## src/hw/rtl/tlc_pkg.sv

```systemverilog
`default_nettype none

package tlc_pkg;

  localparam int MAX_ENTRIES_DEF = 32;

  localparam logic [2:0] MODE_APPEND = 3'd0;
  localparam logic [2:0] MODE_INSERT = 3'd1;
  localparam logic [2:0] MODE_POP    = 3'd2;
  localparam logic [2:0] MODE_CLEAR  = 3'd3;
  localparam logic [2:0] MODE_REWIND = 3'd4;

  localparam logic [1:0] ST_OK     = 2'd0;
  localparam logic [1:0] ST_NONE   = 2'd1;
  localparam logic [1:0] ST_FULL   = 2'd2;
  localparam logic [1:0] ST_BADPOS = 2'd3;

  localparam logic [2:0] KIND_EMPTY = 3'd5;

  typedef struct packed {
    logic [2:0]         kind;
    logic signed [31:0] x;
    logic signed [31:0] y;
    logic signed [31:0] heading;
    logic signed [31:0] gain;
    logic [30:0]        micros;
    logic [1:0]         axis;
  } entry_t;

  localparam entry_t ENTRY_EMPTY = '{
    kind:    KIND_EMPTY,
    x:       32'sd0,
    y:       32'sd0,
    heading: 32'sd0,
    gain:    32'sd0,
    micros:  31'd0,
    axis:    2'd0
  };

  // result handed from the sequencer to the output register
  typedef struct packed {
    logic       valid;
    logic [1:0] status;
    logic       popped;
  } res_t;

endpackage

`default_nettype wire

```

## src/hw/rtl/tlc_ctrl.sv

```systemverilog
`default_nettype none

module tlc_ctrl #(
  parameter int MAX_ENTRIES = tlc_pkg::MAX_ENTRIES_DEF,
  localparam int CW = $clog2(MAX_ENTRIES + 1),
  localparam int AW = $clog2(MAX_ENTRIES)
) (
  input  wire logic            clk,
  input  wire logic            rst,
  input  wire logic            in_valid,
  output logic                 in_ready,
  input  wire logic [2:0]      mode,
  input  wire logic [4:0]      position,
  input  wire tlc_pkg::entry_t item,
  input  wire logic            room,
  output tlc_pkg::res_t        res,
  output logic [CW-1:0]        cursor,
  output logic [CW-1:0]        count,
  output logic                 mem_we,
  output logic [AW-1:0]        mem_waddr,
  output tlc_pkg::entry_t      mem_wdata,
  output logic                 mem_re,
  output logic [AW-1:0]        mem_raddr,
  input  wire tlc_pkg::entry_t mem_rdata
);

  localparam int WW = ((CW > 5) ? CW : 5) + 1;

  localparam logic [2:0] S_IDLE  = 3'd0;
  localparam logic [2:0] S_EXEC  = 3'd1;
  localparam logic [2:0] S_SHIFT = 3'd2;
  localparam logic [2:0] S_DONE  = 3'd3;

  logic [2:0]      state;
  logic [2:0]      cur_mode;
  logic [4:0]      cur_pos;
  tlc_pkg::entry_t cur_item;
  logic [CW-1:0]   count_q;
  logic [CW-1:0]   cursor_q;
  logic [CW-1:0]   idx;
  logic            pend;
  logic [AW-1:0]   pend_idx;
  logic [1:0]      res_status;
  logic            res_popped;

  logic [WW-1:0] pos_w, cnt_w, cur_w, idx_w;
  logic          full, is_app, bad_pos, can_pop, shift_more;

  always_comb begin
    pos_w      = WW'(cur_pos);
    cnt_w      = WW'(count_q);
    cur_w      = WW'(cursor_q);
    idx_w      = WW'(idx);
    full       = cnt_w >= WW'(MAX_ENTRIES);
    // insert right after the last entry behaves as an append
    is_app     = (cur_mode == tlc_pkg::MODE_APPEND) ||
                 (cur_mode == tlc_pkg::MODE_INSERT && cnt_w != '0 &&
                  pos_w + WW'(1) == cnt_w);
    bad_pos    = (cur_mode == tlc_pkg::MODE_INSERT) && (pos_w >= cnt_w);
    can_pop    = cur_w < cnt_w;
    shift_more = idx_w > pos_w + WW'(1);
  end

  // Shift runs top down: read idx-1 while writing the entry read in the previous
  // cycle one slot higher, so a read never hits a pending write address.
  always_comb begin
    mem_we    = 1'b0;
    mem_waddr = AW'(count_q);
    mem_wdata = cur_item;
    mem_re    = 1'b0;
    mem_raddr = AW'(cursor_q);
    if (state == S_EXEC) begin
      if ((cur_mode == tlc_pkg::MODE_APPEND || cur_mode == tlc_pkg::MODE_INSERT) &&
          is_app && !full) begin
        mem_we = 1'b1;
      end
      if (cur_mode == tlc_pkg::MODE_POP && can_pop) begin
        mem_re = 1'b1;
      end
    end else if (state == S_SHIFT) begin
      if (shift_more) begin
        mem_re    = 1'b1;
        mem_raddr = AW'(idx - CW'(1));
      end
      if (pend) begin
        mem_we    = 1'b1;
        mem_waddr = pend_idx;
        mem_wdata = mem_rdata;
      end else if (!shift_more) begin
        mem_we    = 1'b1;
        mem_waddr = AW'(idx);
      end
    end
  end

  always_ff @(posedge clk) begin
    if (rst) begin
      state    <= S_IDLE;
      count_q  <= '0;
      cursor_q <= '0;
      pend     <= 1'b0;
    end else begin
      unique case (state)
        S_IDLE: begin
          if (in_valid) begin
            cur_mode <= mode;
            cur_pos  <= position;
            cur_item <= item;
            state    <= S_EXEC;
          end
        end
        S_EXEC: begin
          res_status <= tlc_pkg::ST_OK;
          res_popped <= 1'b0;
          state      <= S_DONE;
          case (cur_mode) inside
            tlc_pkg::MODE_APPEND, tlc_pkg::MODE_INSERT: begin
              if (is_app) begin
                if (full) begin
                  res_status <= tlc_pkg::ST_FULL;
                end else begin
                  count_q <= count_q + CW'(1);
                end
              end else if (bad_pos) begin
                res_status <= tlc_pkg::ST_BADPOS;
              end else if (full) begin
                res_status <= tlc_pkg::ST_FULL;
              end else begin
                idx   <= count_q;
                pend  <= 1'b0;
                state <= S_SHIFT;
              end
            end
            tlc_pkg::MODE_POP: begin
              if (can_pop) begin
                res_popped <= 1'b1;
                cursor_q   <= cursor_q + CW'(1);
              end else begin
                res_status <= tlc_pkg::ST_NONE;
              end
            end
            tlc_pkg::MODE_CLEAR: begin
              count_q  <= '0;
              cursor_q <= '0;
            end
            tlc_pkg::MODE_REWIND: begin
              cursor_q <= '0;
            end
            default: begin
            end
          endcase
        end
        S_SHIFT: begin
          if (shift_more) begin
            idx      <= idx - CW'(1);
            pend     <= 1'b1;
            pend_idx <= AW'(idx);
          end else if (pend) begin
            pend <= 1'b0;
          end else begin
            count_q <= count_q + CW'(1);
            state   <= S_DONE;
          end
        end
        S_DONE: begin
          if (room) begin
            state <= S_IDLE;
          end
        end
        default: begin
          state <= S_IDLE;
        end
      endcase
    end
  end

  assign in_ready   = (state == S_IDLE);
  assign res.valid  = (state == S_DONE);
  assign res.status = res_status;
  assign res.popped = res_popped;
  assign cursor     = cursor_q;
  assign count      = count_q;

  a_count_bound: assert property (@(posedge clk) disable iff (rst)
    count_q <= CW'(MAX_ENTRIES))
    else $error("entry count beyond capacity");

  a_cursor_bound: assert property (@(posedge clk) disable iff (rst)
    cursor_q <= count_q)
    else $error("cursor beyond entry count");

  a_write_in_list: assert property (@(posedge clk) disable iff (rst)
    mem_we |-> (WW'(mem_waddr) <= cnt_w))
    else $error("write past the end of the list");

  a_shift_has_room: assert property (@(posedge clk) disable iff (rst)
    (state == S_SHIFT) |-> !full)
    else $error("shift started on a full list");

  a_result_held: assert property (@(posedge clk) disable iff (rst)
    (state == S_DONE && !room) |=> (state == S_DONE))
    else $error("result dropped while output busy");

endmodule

`default_nettype wire

```

## config.mk

```make
export PLATFORM = sky130hd
export DESIGN_NAME = tlc_ctrl
export DESIGN_NICKNAME = d
export VERILOG_FILES = /design/src/hw/rtl/tlc_pkg.sv /design/src/hw/rtl/tlc_ctrl.sv
export SDC_FILE = /design/constraint.sdc
export NUM_CORES = 1
export LEC_CHECK = 0
export BUFFER_PORTS_ARGS = -buffer_cell sky130_fd_sc_hd__buf_2
export CORE_AREA = 10 10 200 202
export CTS_BUF_LIST = sky130_fd_sc_hd__clkbuf_16
export CTS_CLUSTER_SIZE = 24
export DETAILED_ROUTE_END_ITERATION = 8
export DIE_AREA = 0 0 210 212
export PLACE_DENSITY_LB_ADDON = 0.12
export SLEW_MARGIN = 20
export SYNTH_ARGS = -nofsm -noshare
export SYNTH_HDL_FRONTEND = slang
export SYNTH_SLANG_ARGS = --single-unit
```

## constraint.sdc

```tcl
create_clock -name clk -period 18.25 [get_ports clk]
set_clock_uncertainty 0.05 [all_clocks]
set_input_delay 3.65 -clock clk [delete_from_list [all_inputs] [get_ports clk]]
set_output_delay 3.65 -clock clk [all_outputs]
set_load 0.01 [all_outputs]
```

# ---- Word-level counts from Yosys, hierarchy flattened
# Index checks and enable logic that the tools add are counted.
dict set report totals {
  ff_bits 202
  in_bits 340
  output_inout_bits 193
}
dict set report op_classes {
  add_sub_neg 4
  n_lt_le_gt_ge 4
  n_eq_ne 22
  muxes 58
  n_bitwise 3
  n_reduce_logical 24
}
# cell count
set op_table {}
lappend op_table {{two-way mux 164 bit} 3}
lappend op_table {{two-way mux 6 bit} 16}
lappend op_table {{two-way mux 5 bit} 7}
lappend op_table {{one-hot mux 6 bit (2 select lines)} 2}
lappend op_table {{two-way mux 1 bit} 20}
lappend op_table {{inequality test 2 bit (second input constant)} 9}
lappend op_table {{AND reduction 7 bit} 2}
lappend op_table {{adder 6 x 1 -> 6 bit (second input constant)} 2}
lappend op_table {{equality test 3 x 2 -> 1 bit (second input constant)} 4}
lappend op_table {{two-way mux 3 bit} 4}
lappend op_table {{one-hot mux 3 bit (4 select lines)} 1}
lappend op_table {{two-way mux 2 bit} 4}
lappend op_table {{AND reduction 4 bit} 2}
lappend op_table {{equality test 7 x 6 -> 1 bit} 1}
lappend op_table {{adder 5 x 1 -> 6 bit (second input constant)} 1}
lappend op_table {{equality test 3 x 1 -> 1 bit (second input constant)} 2}
lappend op_table {{greater-or-equal comparator 5 x 6 -> 1 bit} 1}
lappend op_table {{greater-or-equal comparator 6 bit (second input constant)} 1}
lappend op_table {{> comparator 6 bit} 1}
lappend op_table {{logical AND 1 bit} 6}
lappend op_table {{logical NOT 3 bit} 2}
lappend op_table {{less-than comparator 6 bit} 1}
lappend op_table {{inequality test 3 bit (second input constant)} 2}
lappend op_table {{AND reduction 3 bit} 2}
lappend op_table {{16 further kinds} 19}

# ---- Depth between registers and ports, before layout
# Gate-level depths: netlist of the first run.
dict set report logic_depth {
  ltp_word 8
  mapped_depth 13
  depth_no_buf 12
}

# ---- Worst setup path after synthesis of the first run
# Ideal clock, no wire load.
dict set report synth_timing {
  path_type {input -> register}
  startpoint {input rst}
  endpoint {register cur_item[0] (netlist bit), enable pin}
  arrival_ns 11.182
  slack_ns 6.312
  path_stages 3
  n_path_buf 2
  path_cell_list {clkbuf_1 > clkbuf_1 > nor2_1}
}
dict set report synth_via {
  elab_chain_len 2
}
# item line_no
set synth_rtl {}
lappend synth_rtl {{start: declaration} tlc_ctrl.sv:9} ;# input wire logic rst,
lappend synth_rtl {{NOT 1 bit (no source line)} n/a}
lappend synth_rtl {{AND reduction 3 bit (no source line)} n/a}
lappend synth_rtl {{end signal: assignment} tlc_ctrl.sv:108} ;# cur_item <= item;
lappend synth_rtl {{end: declaration} tlc_ctrl.sv:37} ;# tlc_pkg::entry_t cur_item;
# No other way between the ends.
# A chain may end at the register's enable or synchronous reset.

==> summary.md, run 1 <==
| Metric | Value |
|---|---|
| Sequential-to-total area share from yosys stat | `62.6%` |
| RSZ-0062 raised after global routing | `false` |
| Most frequent CP cell | `buf_2` |
| Max transition margin | `33.3%` |
| Final Cycle Share | `43.3%` |
| Peak VDD IR | `0.0608 mV` |
| Synth warn | `0` |
| Mapped Area | `9400 sq um` |
| Commonest cells in the netlist | `edfxtp_1, mux2_2, nand2_1` |
| Fin crit period | `7.90 ns` |
| Final net count | `1,542` |
| Total iterations of the first detailed-routing run | `4` |
| CP peak stage delay | `0.30 ns` |
| Vias in the first global route | `7,718` |
| Largest net degree at the start of global routing | `76` |
| Number of vias per cell | `4.39` |
| Root buf cell | `clkbuf_16` |
| Top Ports | `533` |
| Core area | `36,100 sq um` |
| Resize count post-CTS | `0` |
| EDFF count, synth | `186` |
| Fmax | `127 MHz` |
| Rows | `70` |
| Crit path launch type | `primary input` |
| Final cell count without fillers | `1,667` |
| CTS tree | `built` |
| Die area | `44,500 sq um` |
| Count of cell types in the netlist | `48` |
| Hold-fix buffers, CTS | `0` |
| Post-synth top area cell | `edfxtp_1` |
| Share of cells above drive strength 1 | `61.8%` |
| TritonCTS buffer count | `26` |
| Hold crit path type | `register to register` |
| Yosys top cell area share | `59.4%` |
| Crit-path cells | `buf_2 > mux2_2 > buf_2` |
| Initial DRC count | `375` |
| Net count after synthesis | `1,007` |
| Final setup fails | `0` |
| Initial antenna violation count | `17` |
| Dpl cells | `1,617` |
| CP arrival | `4.20 ns` |
| Final Util | `37.0%` |
| Post-route ant nets | `0` |
| CP required | `14.55 ns` |
| CTS clk-pin slew, worst paths | `0.06 ns` |
| Hold Vio Cnt, Final | `0` |
| RD Place Congestion | `0.799` |
| Tightest Pin Transition | `0.994 ns` |
| Routed wire length | `37,600 microns` |
| Total Routing Usage GR | `15.7%` |
| R2R setup slack | `14.34 ns` |
| Clock sink count | `201` |
| I/O Buffers | `532` |
| Tot Pwr | `0.00139 W` |
| Critical path type | `primary input to primary output` |
| Status | `finished clean` |
| DP HPWL | `30,100 microns` |
| Area grow syn2layout | `41.9%` |
| PnR worst setup slack | `10.35 ns` |
| Cell count after synthesis | `642` |
| GRT overflow | `0` |
| First-pass GRT wire length | `52,600 microns` |
| Post-synth ARST share | `0%` |
| Worst-Skew Late Latency | `0.53 ns` |
| Die H | `212 microns` |
| Max Root-Sink Buffers | `3` |
| Count leader, synth | `edfxtp_1` |
| Synth Flop Type | `edfxtp_1` |
| Wire length per cell | `22.5 microns` |
| Post-place setup slack | `10.36 ns` |
| Maximum fanout along the worst path | `1` |
| Die W | `210 microns` |
| Syn Area/Cell | `14.6 sq um` |
| CP endpoint kind | `primary output` |
| Starting Density | `26.1%` |
| Final-report max-slew violation count | `0` |
| Max_cap viols | `0` |
| Via count | `7,317` |
| Static Leak | `5.75 nW` |
| Fin Setup TNS | `0 ns` |
| Power Density | `104 nW/um^2` |
| Setup bufs post-CTS | `0` |
| Critical-path top delay cell | `mux2_2` |
| FF+latch count, synth | `201` |
| H-tree levels | `1` |
| Top cells by area, synth | `edfxtp_1, mux2_2, ha_1, dfxtp_1, a21oi_1` |
| # DRC | `0` |
## path summary, 6_finish.rpt
check / startpoint / end / depth (start not counted)
worst max-delay path: mem_rdata[60] / mem_wdata[60] / 3
worst min-delay path: state[0] / state[0] / 2
worst min register to register: state[0] / state[0] / 2
worst max register to register: cur_pos[1] / idx[1] / 10
## per-layer routing
metal | global-route usage, % | up-vias | wire, microns
met3 | 5.77 | 62 | 3080
met2 | 28.8 | 284 | 20100
met1 | 16.7 | 3433 | 13500
met5 | 0 | - | 166
li1 | - | 3514 | -
met4 | 3.82 | 24 | 735
## cells by family (layout without fill, tap and decap cells)
| kind of cell | count (synthesis) | after routing | share of synthesized area, % |
|---|---|---|---|
| flip-flops | 201 | 201 | 62.6 |
| multiplexers | 167 | 167 | 20.0 |
| AND/OR/NAND/NOR | 114 | 114 | 6.19 |
| AO/OA/AOI/OAI | 75 | 75 | 4.90 |
| buffers and inverters | 50 | 602 | 2.08 |
| adder cells (fa/ha/maj) | 25 | 25 | 3.33 |
| XOR/XNOR | 10 | 10 | 0.932 |
| other | 0 | 5 | 0 |
## metrics by stage
stage | hold slack (ns) | instance area (sq um)
after floorplan | 0.416 | 9400
after global placement | 0.438 | 12600
after detailed placement | 0.441 | 12600
after CTS | 0.451 | 13300
after global routing | 0.495 | 13300
final | 0.450 | 13300
## final cells by class
class	count	area [sq um]
Clock inverter	19	87.6
Clock buffer	26	651
Tap cell	468	586
Antenna cell	5	12.5
Fill cell	3589	22700
Multi-Input combinational cell	391	3330
Timing Repair Buffer	538	2710
Inverter	19	71.3
Sequential cell	201	5890
## sequential cells by signal, summed over array words and instances, names as in the netlist, 2 cells and up
signal / flops
count: 6
cur_item: 164
cur_mode: 3
cur_pos: 5
cursor: 6
idx: 6
pend_idx: 5
res_status: 2
state: 2
## cell usage in the layout, fill, tap and decap left out, types with 3 or more instances in the layout
cell type,count
nor2b_1,5
nor3b_1,4
buf_2,532
inv_1,29
ha_1,25
and3_1,3
nor3_1,3
o21ai_0,23
nand2_1,31
mux2_2,164
xnor2_1,8
clkbuf_16,26
nor2_1,28
edfxtp_1,186
a21oi_1,26
dfxtp_1,15
nand3_1,10
clkinv_1,5
a211oi_1,3
clkinv_2,3
diode_2,5
o31a_1,3
nand3b_1,3
a21o_1,7
mux2i_1,3
nand2b_1,7
buf_4,6
## critical path: cells and delay by family
family   cells  cell delay, ns
buf+inv      2            0.25
mux          1            0.30
## where the power goes
| part | internal (W) | switching [W] |
|---|---|---|
| clock | 0.000255 | 0.000194 |
| sequential | 0.000584 | 0.0000300 |
| combinational | 0.000136 | 0.000185 |
(Power assumes the default switching activity.)
==> run 2, diff against run 1 <==
ABC_AREA = 1   (was default)
CORE_AREA = 10 10 198 200   (was 10 10 200 202)
DIE_AREA = 0 0 208 210   (was 0 0 210 212)
clock period = 7.2 ns   (was 18.25 ns; I/O delays follow)
==> run 2 against run 1 <==
Synthesized area up 8.8%. Hold slack worse by 0.0019 ns. Register-to-register slack worse by 10 ns. Non-clock buffer count down 3. Die area down 1.9%. Critical endpoint is now mem_wdata[156]. Highest routed layer unchanged.
==> summary.md, run 2 <==
| Metric | Value |
|---|---|
| Dpl cells | `1,667 (+3.1%)` |
| Post-synth top area cell | `edfxtp_1` |
| Filler instances | `3,501 (-2.5%)` |
| DP HPWL | `33,400 microns (+11%)` |
| Top reg by flops | `cur_item` |
| # DRC | `0 (unchanged)` |
| R2R cell count | `14 (+4)` |
| Crit path launch type | `register` |
| Yosys top cell area share | `54.6% (-4.8 points)` |
| Die W | `208 microns (-0.95%)` |
| CP required | `5.71 ns (-8.84 ns)` |
| R2R setup slack | `4.11 ns (-10.23 ns)` |
| CTS tree | `built` |
| Placed Area | `13,300 sq um (+5.6%)` |
| Final net count | `1,599 (+3.7%)` |
| H-tree levels | `1 (unchanged)` |
| Mapped Area | `10,200 sq um (+8.8%)` |
| Commonest non-fill, non-tap cell in the layout | `buf_2` |
| CTS clk-pin slew, worst paths | `0.06 ns (about the same)` |
| Net count after synthesis | `1,063 (+5.6%)` |
| Final cell count without fillers | `1,728 (+3.7%)` |
| Clock sink count | `201 (unchanged)` |
| Count leader, synth | `edfxtp_1` |
| Maximum fanout along the worst path | `94 (+93)` |
| Largest net degree at the start of global routing | `173 (+130%)` |
| Peak VDD IR | `0.354 mV (+480%)` |
| Max_cap viols | `0 (unchanged)` |
| RD Place Congestion | `0.868 (+8.6%)` |
| Worst R2R Start | `cur_pos[1]` |
| Critical path type | `register to primary output` |
| GRT overflow | `0 (unchanged)` |
| Cell count after synthesis | `698 (+8.7%)` |
| Status | `finished clean` |
| Total Routing Usage GR | `17.6% (+1.9 points)` |
| Initial DRC count | `389 (+3.7%)` |
| Die area | `43,700 sq um (-1.9%)` |
| Root buf cell | `clkbuf_16` |
| Setup bufs post-CTS | `0 (unchanged)` |
| Final setup fails | `0 (unchanged)` |
| RSZ-0062 raised after global routing | `false` |
| End of the worst register-to-register path | `idx[3]` |
| Fin crit period | `5.04 ns` |
| Max Root-Sink Buffers | `3 (unchanged)` |
| Hold crit path type | `register to register` |
| Commonest cells in the netlist | `edfxtp_1, mux2_4, nand2_1` |
| First-pass GRT wire length | `57,300 microns (+8.9%)` |
| Number of vias per cell | `4.44 (+1.2%)` |
| Vias in the first global route | `7,987 (+3.5%)` |
| Total iterations of the first detailed-routing run | `6 (+2)` |
| Final Util | `40.2% (+3.3 points)` |
| Via count | `7,675 (+4.9%)` |
| Sequential-to-total area share from yosys stat | `57.5% (-5.1 points)` |
| CP arrival | `3.55 ns (-0.65 ns)` |
| Synth Flop Type | `edfxtp_1` |
| Hold Vio Cnt, Final | `0 (unchanged)` |
| Finished Cell Area | `14,200 sq um (+6.2%)` |
| Worst Min Path Start | `idx[0]` |
| Worst-Skew Late Latency | `0.53 ns (about the same)` |
| Max transition margin | `19.4% (-14 points)` |
| Count of cell types in the netlist | `43 (-10%)` |
| EDFF count, synth | `186 (unchanged)` |
| Final Cycle Share | `70.1%` |
| Post-synth ARST share | `0% (unchanged)` |
| Power Density | `281 nW/um^2 (+170%)` |
| Area grow syn2layout | `38.5%` |
| Static Leak | `6.69 nW (+16%)` |
| Max reg flops | `164 (unchanged)` |
| Synth warn | `0 (unchanged)` |
| Resize count post-CTS | `0 (unchanged)` |
| Hold-fix buffers, CTS | `0 (unchanged)` |
| Syn Area/Cell | `14.7 sq um (about the same)` |
| Die H | `210 microns (-0.94%)` |
| Initial antenna violation count | `17 (unchanged)` |
| Rows | `69 (-1.4%)` |
| CP Launch Point | `state[0]` |
| Final-report max-slew violation count | `0 (unchanged)` |
| I/O Buffers | `532 (unchanged)` |
| CP endpoint kind | `primary output` |
| Top cells by area, synth | `edfxtp_1, mux2_4, ha_1, dfxtp_1, nand2_1` |
| FF+latch count, synth | `201 (unchanged)` |
| Routed wire length | `40,900 microns (+8.8%)` |
| Fin Setup TNS | `0 ns (unchanged)` |
| Top Ports | `533 (unchanged)` |
| Crit path capture | `mem_wdata[156]` |
| WHS | `0.448 ns (-0.00186 ns)` |
| Starting Density | `29.0% (+3.0 points)` |
| Post-route ant nets | `0 (unchanged)` |
| Share of cells above drive strength 1 | `60.5% (-1.3 points)` |
| Fmax | `198 MHz` |
| Most frequent cells in the layout | `buf_2, edfxtp_1, mux2_4` |
| Tightest Pin Transition | `1.21 ns (+0.215 ns)` |
| Core area | `35,200 sq um (-2.4%)` |
| Wire length per cell | `23.7 microns (+4.9%)` |
| TritonCTS buffer count | `26 (unchanged)` |
## run 2: changes by cell type after synthesis, moves of 5 or more
cell | previous run | this run
inv_1 | 19 | 41
nand2b_1 | 7 | 0
buf_6 | 0 | 17
nand3_1 | 10 | 19
nand2_1 | 32 | 72
nand2_2 | 0 | 5
clkbuf_1 | 26 | 3
nor2b_1 | 5 | 0
mux2_4 | 0 | 140
mux2_2 | 164 | 15
nand4_1 | 2 | 8
inv_2 | 0 | 7
mux2_1 | 0 | 9
a21o_1 | 7 | 1
## run 2: worst min path at each step
stage	end	slack [ns]	cells past startpoint
after floorplan	pend_idx[0]	0.39	0
after global placement	pend_idx[0]	0.43	0
after detailed placement	pend_idx[0]	0.43	0
after CTS	pend_idx[0]	0.44	0
after global routing	pend_idx[0]	0.46	0
final	pend_idx[0]	0.45	0
## run 2: metrics by stage
stage                     total power (W)  setup WS (ns)
after floorplan                   0.00231          0.891
final                             0.00398           2.16
after global routing              0.00421           1.91
after detailed placement          0.00274           2.72
after CTS                         0.00405           2.15
after global placement            0.00274           2.78
## run 2: critical path, stage by stage (launching register included)
cell	delay, ns
dfxtp_1	0.33
inv_1	0.09
ha_1	0.26
inv_2	0.18
nor2_2	0.44
nand2_4	0.49
buf_12	0.39
mux2_1	0.46
buf_2	0.14
## run 2: layout make-up
cell class / count / area, sq um / share of cell area [%]
Sequential cell: 201 / 5890 / 41.5
Multi-Input combinational cell: 422 / 3940 / 27.8
Timing Repair Buffer: 535 / 2710 / 19.1
Clock buffer: 27 / 676 / 4.77
Tap cell: 461 / 577 / 4.07
Inverter: 48 / 180 / 1.27
Clock inverter: 21 / 166 / 1.17
Antenna cell: 13 / 32.5 / 0.230
## run 2: routing by layer
| layer | wire length [microns] | GRT usage [%] | vias up |
|---|---|---|---|
| met5 | 46 | 0 | - |
| met4 | 950 | 6.15 | 8 |
| met3 | 3050 | 5.65 | 67 |
| met2 | 21800 | 31.8 | 302 |
| met1 | 15000 | 19.1 | 3646 |
| li1 | - | - | 3652 |
## run 2: logic make-up after synthesis
| group | share of synthesized area [%] |
|---|---|
| multiplexers | 23.2 |
| buffers and inverters | 4.12 |
| XOR/XNOR | 0.856 |
| AND/OR/NAND/NOR | 7.17 |
| flip-flops | 57.5 |
| AO/OA/AOI/OAI | 4.07 |
| adder cells (fa/ha/maj) | 3.06 |
## run 2: power breakdown
group / internal (W) / total (W) / switching [W]
registers: 0.00146 / 0.00153 / 0.0000691
logic: 0.000520 / 0.00117 / 0.000651
clock network: 0.000778 / 0.00129 / 0.000507
